--- src/sfir_pkg.sv ---
package sfir_pkg;

  localparam int WINDOW_LEN = 22;
  localparam int SAMPLE_W   = 24;
  localparam int NUM_COEFS  = 10;
  localparam int NUM_REGS   = NUM_COEFS / 2;
  localparam int COEF_W     = 24;
  localparam int CFG_W      = 2 * COEF_W;
  localparam int CFG_IDX_W  = 3;
  localparam int FRAC_BITS  = 22;
  localparam int OUT_W      = 26;
  localparam int CENTER     = 10;
  localparam int PAIR_W     = SAMPLE_W + 1;
  localparam int PROD_W     = PAIR_W + COEF_W;
  localparam int ACC_W      = PROD_W + 4;
  localparam int Q_W        = ACC_W - FRAC_BITS;

  typedef logic signed [SAMPLE_W-1:0] sample_t;
  typedef logic signed [COEF_W-1:0]   coef_t;
  typedef logic signed [PROD_W-1:0]   prod_t;
  typedef logic signed [ACC_W-1:0]    acc_t;

  typedef logic [WINDOW_LEN-1:0][SAMPLE_W-1:0] window_t;
  typedef logic [NUM_COEFS-1:0][COEF_W-1:0]    coef_arr_t;
  typedef logic [NUM_COEFS-1:0][PROD_W-1:0]    prod_arr_t;

  typedef struct packed {
    logic valid;
    logic last;
  } stage_ctl_t;

endpackage

--- src/sfir_sum.sv ---
module sfir_sum
  import sfir_pkg::*;
(
  input  logic                     clk,
  input  logic                     rst,
  input  stage_ctl_t               ctl_in,
  input  prod_arr_t                prods,
  input  sample_t                  center,
  output logic                     ready,
  output logic                     filtered_valid,
  input  logic                     filtered_ready,
  output logic signed [OUT_W-1:0]  filtered,
  output logic                     last_out
);

  stage_ctl_t ctl;
  acc_t       part0, part1, part2;
  acc_t       part0_next, part1_next, part2_next;
  logic       out_ready;
  logic signed [OUT_W-1:0] filtered_next;

  assign out_ready = !filtered_valid || filtered_ready;
  assign ready     = !ctl.valid || out_ready;

  // first level: three partial sums
  always_comb begin
    part0_next = ACC_W'($signed(prods[0])) + ACC_W'($signed(prods[1]))
               + ACC_W'($signed(prods[2])) + ACC_W'($signed(prods[3]));
    part1_next = ACC_W'($signed(prods[4])) + ACC_W'($signed(prods[5]))
               + ACC_W'($signed(prods[6])) + ACC_W'($signed(prods[7]));
    part2_next = ACC_W'($signed(prods[8])) + ACC_W'($signed(prods[9]))
               + (ACC_W'(center) <<< FRAC_BITS);
  end

  // final add, round half up, saturate
  always_comb begin
    acc_t total;
    acc_t rounded;
    logic signed [Q_W-1:0] q;
    total   = part0 + part1 + part2;
    rounded = total + (ACC_W'(1) <<< (FRAC_BITS - 1));
    q       = $signed(rounded[ACC_W-1:FRAC_BITS]);
    if (q[Q_W-1:OUT_W-1] == '0 || q[Q_W-1:OUT_W-1] == '1) begin
      filtered_next = q[OUT_W-1:0];
    end else if (q[Q_W-1]) begin
      filtered_next = {1'b1, {(OUT_W-1){1'b0}}};
    end else begin
      filtered_next = {1'b0, {(OUT_W-1){1'b1}}};
    end
  end

  always_ff @(posedge clk) begin
    if (rst) begin
      ctl            <= '0;
      filtered_valid <= 1'b0;
    end else begin
      if (ready) begin
        ctl <= ctl_in;
      end
      if (out_ready) begin
        filtered_valid <= ctl.valid;
      end
    end
    if (ready && ctl_in.valid) begin
      part0 <= part0_next;
      part1 <= part1_next;
      part2 <= part2_next;
    end
    if (out_ready && ctl.valid) begin
      filtered <= filtered_next;
      last_out <= ctl.last;
    end
  end

endmodule

--- config.mk ---
export PLATFORM = sky130hd
export DESIGN_NAME = sfir_sum
export DESIGN_NICKNAME = d
export VERILOG_FILES = /design/src/sfir_pkg.sv /design/src/sfir_sum.sv
export SDC_FILE = /design/constraint.sdc
export NUM_CORES = 1
export LEC_CHECK = 0
export BUFFER_PORTS_ARGS = -buffer_cell sky130_fd_sc_hd__buf_2
export CAP_MARGIN = 20
export CORE_ASPECT_RATIO = 0.9
export CORE_MARGIN = 4
export CORE_UTILIZATION = 51
export CTS_CLUSTER_SIZE = 16
export DETAILED_ROUTE_END_ITERATION = 7
export HOLD_SLACK_MARGIN = 0.08
export PLACE_DENSITY = 0.79
export RECOVER_POWER = 25
export SLEW_MARGIN = 5
export SYNTH_ARGS = -nofsm -noshare
export SYNTH_HDL_FRONTEND = slang
export SYNTH_SLANG_ARGS = --single-unit
--- constraint.sdc ---
create_clock -name clk -period 4.71 [get_ports clk]
set_clock_uncertainty 0.15 [all_clocks]
set_input_delay 0.471 -clock clk [delete_from_list [all_inputs] [get_ports clk]]
set_output_delay 0.471 -clock clk [all_outputs]
set_load 0.05 [all_outputs]
==> metrics.csv, run 1 <==
stage,metric,value,unit
status,status,finished with violations,
status,violations,"max-capacitance violations, max-slew violations, negative setup slack",
placed_design,gp_congestion,0.982,
setup_path,criticalPathCategory,reg -> reg,
setup_path,crit_arrival,4.86,ns
clocking,path_clk_slew,0.07,ns
global_route,met1_usage,38.2,%
placed_design,placed_cell_area,27200,um^2
route,drt_iter0_drc,1179,
floorplanning,design.core.area,44400,um^2
clocking,clkLatencyLatePin,0.44,ns
sta,period_minus_slack,4.83,ns
yosys,yosysTopAreaCell,fa_1,
route,wl_per_cell,19.1,um
sta,slew_violations,74,
route,vias,19300,
finish,final_cell_mix,"buf_2, fa_1, ha_1",
hold_path,hold_depth,3,
global_route,grt_pass1_wl,104,mm
setup_path,worst-endpoint-required,4.75,ns
placed_design,io_buffers,547,
yosys,avgSynthCellArea,10.5,um^2
run,maxCapViolCount,2,
route,wl,66.4,mm
yosys,synth_nets,3272,
setup_path,endpoint_kind,flip-flop,
setup_path,critPathMaxFanout,7,
placed_design,hpwlAfterDp,57.2,mm
finish,syn_to_final_growth,23.2,%
sta,maxSlewHeadroom,-140,%
global_route,gr-total-overflow,0,
clocking,cts_buffers,17,
global_route,antenna_found_initial,8,
sta,max_freq,207,MHz
finish,layout-drive-gt1-share,25.8,%
sta,tightest_slew,3.60,ns
yosys,ys_ff_latch,185,
floorplanning,ios,548,
pwr,total_power,0.0257,W
global_route,grt_pass1_vias,20100,
sta,grt_setup_unrepaired,true,
pwr,ir_drop,0.000812,V
floorplanning,initial_core_util,51.9,%
finish,layout_commonest_cell,buf_2,
global_route,busiest_layer,met2,
yosys,netlist.area_leader.share,24.1,%
clocking,h-tree-depth,4,
global_route,gr-usage-met3,3.66,%
hold_path,hold_class,in -> reg,
floorplanning,die_y,210,um
route,dr.pass1.iters,6,
yosys,synth_edf_count,182,
route,ant_nets,0,
global_route,met2_usage,42.9,%
yosys,syn_inst,2203,
global_route,grtUsageTotal,26.9,%
global_route,grt_max_degree,52,
floorplanning,dieArea,48700,um^2
clocking,tritoncts,built,
clocking,clockRootBuffer,clkbuf_16,
yosys,synth_area,23100,um^2
sta,fin_ws,-0.116,ns
route,viasPerCell,5.55,
clocking,cts.path.max_buffers,2,
setup_path,critPathLaunchType,flip-flop,
setup_path,rr_worst_depth,17,
yosys,synthArstFlopShare,0,%
sta,finalCritPeriodShare,102,%
yosys,yosys_warnings,0,
clocking,cts_sinks,185,
yosys,yosys-top-cells-area,"fa_1, edfxtp_1, ha_1",
route,drc,0,
finish,final_area,28400,um^2
yosys,synth_cell_type_count,75,
sta,hold_viol,0,
finish,nNetsFinal,3920,
yosys,ys.flop_type,edfxtp_1,
floorplanning,die_w,232,um
yosys,ys_seq_area_share,24.0,%
sta,setup_viol,25,
pwr,power.density,905,nW/um^2
floorplanning,row_count,73,
pwr,p_leak,13.4,nW
-- worst max-delay path, cell delays in order (launching register included) --
cell and delay [ns]:
edfxtp_1 0.39, inv_1 0.08, fa_1 0.53, inv_1 0.04
ha_1 0.29, ha_1 0.30, o21ai_1 0.25, a21boi_1 0.16
nand4_1 0.15, a311oi_2 0.15, o21ai_2 0.24, a21oi_2 0.10
a221o_1 0.37, a221oi_2 0.33, xnor2_2 0.16, buf_4 0.16
o41a_4 0.53, a21o_1 0.19
-- per-layer routing --
| metal | routed length, um | vias up | part of all wire (%) |
|---|---|---|---|
| li1 | - | 9194 | - |
| met1 | 30300 | 9280 | 46 |
| met2 | 30400 | 699 | 46 |
| met3 | 3850 | 105 | 5.8 |
| met4 | 1870 | 0 | 2.8 |
| met5 | 0 | - | 0 |
-- timing repair --
item / in CTS / in global routing
gates cloned: 3 / 0
buffers inserted: 3 / 8
hold buffers: 1 / 0
pin swaps: 11 / 35
hold endpoints to repair: 3 / 0
setup endpoints to repair: 25 / 30
resized for setup: 24 / 56
-- path summary, 6_finish.rpt --
| path | from | endpoint | slack [ns] |
|---|---|---|---|
| worst max-delay path | part0[5] | filtered[10] | -0.12 |
| worst min-delay path | ctl_in[1] | ctl[1] | 0.11 |
| worst max register to register | part0[5] | filtered[10] | -0.12 |
| worst min register to register | ctl[0] | last_out | 0.30 |
-- area by class of cell --
cell class	count	area (um^2)
sequential	185	5530
multi-input combinational	1729	16900
inverter	252	946
timing repair buffer	666	3630
fill	3681	16000
tap	600	751
antenna	8	20.0
clock inverter	14	171
clock buffer	18	429
-- flip-flops by register name (all words and copies together), names as in the netlist --
| signal | cells |
|---|---|
| ctl | 2 |
| filtered | 26 |
| filtered_valid | 1 |
| last_out | 1 |
| part0 | 52 |
| part1 | 52 |
| part2 | 51 |
-- where the power goes --
part	switching, W	total, W	leakage (nW)	internal, W
combinational	0.0115	0.0207	11.3	0.00922
sequential	0.000338	0.00356	1.79	0.00322
clock	0.000628	0.00147	0.289	0.000838
total	0.0124	0.0257	13.4	0.0133
-- logic make-up (layout without fill, tap and decap cells) --
kind of cell	Yosys count	count (layout)	synth area share, %
AO/OA/AOI/OAI	626	629	17.8
AND/OR/NAND/NOR	390	390	8.46
flip-flops	185	185	24.0
other	0	8	0
buffers and inverters	292	950	4.85
XOR/XNOR	160	160	6.08
adder cells (fa/ha/maj)	550	550	38.9
-- metrics by stage --
| stage | worst slack [ns] | setup TNS, ns | utilization [%] | hold WS [ns] | instances |
|---|---|---|---|---|---|
| 5_1_grt | -0.195 | -4.46 | 64.0 | 0.121 | 3471 |
| 4_1_cts | 0.00222 | 0 | 63.2 | 0.0869 | 3457 |
| 3_5_place_dp | -0.322 | -6.51 | 61.3 | 0.291 | 3418 |
| 2_1_floorplan | 0.110 | 0 | - | 0.258 | 2203 |
| 6_report | -0.116 | -2.38 | 64.0 | 0.105 | 3472 |
| 3_3_place_gp | -0.299 | -2.73 | 61.3 | 0.263 | 3418 |
-- cell usage after synthesis (5+ instances only) --
cell type and instances:
a2111oi_0 7, a211o_1 5, a211oi_1 17, a21o_1 137, a21oi_1 178, a221o_1 5
a221oi_1 10, a31oi_1 21, and2_1 8, and3_1 15, and4_1 8, buf_2 5
clkbuf_1 33, edfxtp_1 182, fa_1 277, ha_1 273, inv_1 252, nand2_1 83
nand2b_1 23, nand3_1 36, nand4_1 32, nor2_1 97, nor2b_1 24, nor3_1 30
nor4_1 6, o211ai_1 11, o21a_1 27, o21ai_0 74, o21ai_1 33, o21bai_1 32
o22ai_1 6, o311ai_1 5, o31ai_1 11, or3_1 8, xnor2_1 113, xor2_1 47
(Power assumes the default switching activity.)
==> run 2, diff against run 1 <==
--- a/config.mk
+++ b/config.mk
@@ -13,7 +13,7 @@
 export CTS_CLUSTER_SIZE = 16
 export DETAILED_ROUTE_END_ITERATION = 7
 export HOLD_SLACK_MARGIN = 0.08
-export PLACE_DENSITY = 0.79
+export PLACE_DENSITY_LB_ADDON = 0.1
 export RECOVER_POWER = 25
 export SLEW_MARGIN = 5
 export SYNTH_ARGS = -nofsm -noshare
==> run 2 against run 1 <==
- the run still ends with max-capacitance violations, max-slew violations, negative setup slack left
- die area did not move
- sequential power barely moved
- final cell count fell by 0.32%
==> metrics.csv, run 2 (synthesized netlist as in run 1, its figures left out) <==
stage,metric,value,unit,change
setup_path,critPathTopFamily,compound AO/OA/AOI/OAI gates,,unchanged
status,violations,"max-capacitance violations, max-slew violations, negative setup slack",,unchanged
setup_path,path_cells,inv_1 > fa_1 > inv_1 > ha_1 > ha_1 > nand4_1 > nor4_2 > o2111ai_2 > o21ai_2 > nor2_2 > o221ai_4 > a21o_1 > a211oi_2 > or2_4 > o41a_4 > a21o_1,,was inv_1 > fa_1 > inv_1 > ha_1 > ha_1 > o21ai_1 > a21boi_1 > nand4_1 > a311oi_2 > o21ai_2 > a21oi_2 > a221o_1 > a221oi_2 > xnor2_2 > buf_4 > o41a_4 > a21o_1
finish,nNetsFinal,3916,,was 3920
finish,final_cells,3461,,was 3472
hold_path,hold_class,in -> reg,,unchanged
pwr,combPwrFrac,81.4,%,was 80.5%
clocking,clockRootBuffer,clkbuf_16,,unchanged
route,drc,0,,unchanged
placed_design,placed_cells,3405,,was 3418
sta,maxSlewHeadroom,-37.4,%,was -140%
clocking,cts.path.max_buffers,2,,unchanged
clocking,cts_buffers,17,,unchanged
placed_design,gp_congestion,0.985,,was 0.982
clocking,path_clk_slew,0.08,ns,was 0.07 ns
clocking,clkLatencyLatePin,0.44,ns,about the same
setup_path,slowest_stage,o41a_4,,was fa_1
sta,max_freq,211,MHz,was 207 MHz
global_route,gr-total-overflow,0,,unchanged
clocking,cts_sinks,185,,unchanged
setup_path,criticalPathCategory,reg -> reg,,unchanged
route,wl_per_cell,19.7,um,was 19.1 um
sta,period_minus_slack,4.73,ns,was 4.83 ns
floorplanning,row_count,73,,unchanged
floorplanning,die_w,232,um,unchanged
setup_path,rr_worst_depth,16,,was 17
setup_path,crit_cells,16,,was 17
clocking,tritoncts,built,,unchanged
setup_path,startpoint,part1[22],,was part0[5]
clocking,h-tree-depth,4,,unchanged
status,status,finished with violations,,unchanged
sta,tightest_slew,2.06,ns,was 3.60 ns
route,viasPerCell,5.57,,was 5.55
setup_path,rr_endpoint,filtered[19],,was filtered[10]
run,maxCapViolCount,2,,unchanged
pwr,power.density,937,nW/um^2,was 905 nW/um^2
sta,tns,-0.113,ns,was -2.38 ns
global_route,grtUsageTotal,27.4,%,was 26.9%
sta,setup_viol,11,,was 25
route,dr.pass1.iters,6,,unchanged
setup_path,cp-endpoint,filtered[19],,was filtered[10]
setup_path,critPathLaunchType,flip-flop,,unchanged
global_route,grt_max_degree,86,,was 52
global_route,grt_pass1_vias,19700,,was 20.1k
finish,syn_to_final_growth,23.3,%,was 23.2%
floorplanning,ios,548,,unchanged
pwr,p_switching,0.0130,W,was 0.0124 W
pwr,p_leak,13.4,nW,about the same
finish,layout_commonest_cell,buf_2,,unchanged
floorplanning,dieArea,48700,um^2,unchanged
route,wl,68.2,mm,was 66.4 mm
pwr,total_power,0.0266,W,was 0.0257 W
setup_path,critPathMaxFanout,6,,was 7
placed_design,pre_cts_ws,-0.292,ns,was -0.322 ns
sta,hold_viol,0,,unchanged
setup_path,r2r_slack,-0.02,ns,was -0.12 ns
placed_design,hpwlAfterDp,58.5,mm,was 57.2 mm
setup_path,cpPeakStageDelay,0.57,ns,was 0.53 ns
sta,slew_violations,114,,was 74
floorplanning,initial_core_util,51.9,%,unchanged
pwr,p_sw_share,49.0,%,was 48.4%
floorplanning,die_y,210,um,unchanged
pwr,p_int,0.0136,W,was 0.0133 W
pwr,ir_drop,0.000896,V,was 0.000812 V
global_route,antenna_found_initial,4,,was 8
placed_design,io_buffers,547,,unchanged
setup_path,endpoint_kind,flip-flop,,unchanged
finish,final_cell_mix,"buf_2, fa_1, ha_1",,unchanged
setup_path,crit_arrival,4.78,ns,was 4.86 ns
route,ant_nets,0,,unchanged
setup_path,regToRegStartpoint,part1[22],,was part0[5]
setup_path,critPathBufInv,2,,was 3
finish,fillCellCount,3673,,was 3681
sta,finalCritPeriodShare,100,%,was 102%
finish,top_regs,"part0 x52, part1 x52, part2 x51",,unchanged
route,vias,19300,,about the same
pwr,p_seq_share,13.4,%,was 13.8%
pwr,pwr-share-clk,5.2,%,was 5.7%
finish,layout-drive-gt1-share,26.4,%,was 25.8%
sta,grt_setup_unrepaired,true,,unchanged
floorplanning,design.core.area,44400,um^2,unchanged
global_route,grt_pass1_wl,106,mm,was 104 mm
hold_path,worstHoldStart,ctl_in[1],,unchanged
route,drt_iter0_drc,1254,,was 1179
sta,fin_ws,-0.0204,ns,was -0.116 ns
setup_path,worst-endpoint-required,4.76,ns,was 4.75 ns
-- run 2: layout make-up --
class	instances	area [um^2]	share of cell area, %
Clock inverter	15	140	0.493
Inverter	252	946	3.33
Clock buffer	17	425	1.50
Timing Repair Buffer	662	3570	12.6
Tap cell	600	751	2.64
Antenna cell	1	2.50	0.00880
Sequential cell	185	5530	19.4
Multi-Input combinational cell	1729	17100	60.0
-- run 2: worst min-delay path by stage --
stage	cells past startpoint	slack, ns	to
3_5_place_dp	0	0.28	last_out
2_1_floorplan	0	0.26	last_out
6_report	3	0.13	ctl[1]
4_1_cts	3	0.12	ctl[1]
3_3_place_gp	0	0.27	last_out
5_1_grt	3	0.14	ctl[1]
-- run 2: power by group through the flow --
stage          logic, W  clock network, W  registers (W)
6_report         0.0217           0.00139        0.00357
5_1_grt          0.0237           0.00148        0.00361
4_1_cts          0.0196           0.00141        0.00356
2_1_floorplan    0.0123                 0        0.00383
3_5_place_dp     0.0177                 0        0.00357
3_3_place_gp     0.0176                 0        0.00356
-- run 2: timing repair --
action / 4_1_cts / 5_1_grt
endpoints found under the hold margin: 3 / 0
hold buffers: 1 / 0
pin swaps: 15 / 49
resized for setup: 36 / 70
buffers inserted: 5 / 14
endpoints found under the setup margin: 25 / 27
gates cloned: 3 / 0
-- run 2: metrics by stage --
stage                     hold WS, ns  util, %  area [um^2]
final                           0.126     64.0        28400
after CTS                       0.121     63.0        28000
after global placement          0.272     61.1        27100
after floorplan                 0.258        -        23100
after global routing            0.144     64.0        28400
after detailed placement        0.281     61.1        27100
-- run 2: worst reg2reg max path: cells and delay by family (launching register included) --
kind / cells / cell delay (ns)
compound gates: 7 / 1.78
fa+ha+maj: 3 / 1.20
buf+inv: 2 / 0.15
flops: 1 / 0.34
simple gates: 4 / 0.89
-- run 2: layer usage --
| metal | wire, um | part of all wire, % | vias up | global-route usage, % |
|---|---|---|---|---|
| met2 | 30800 | 45 | 686 | 43.3 |
| met4 | 1250 | 1.8 | 0 | 5.92 |
| met1 | 32200 | 47 | 9344 | 41.2 |
| li1 | - | - | 9166 | - |
| met5 | 0 | 0 | - | 0 |
| met3 | 3970 | 5.8 | 73 | 2.84 |
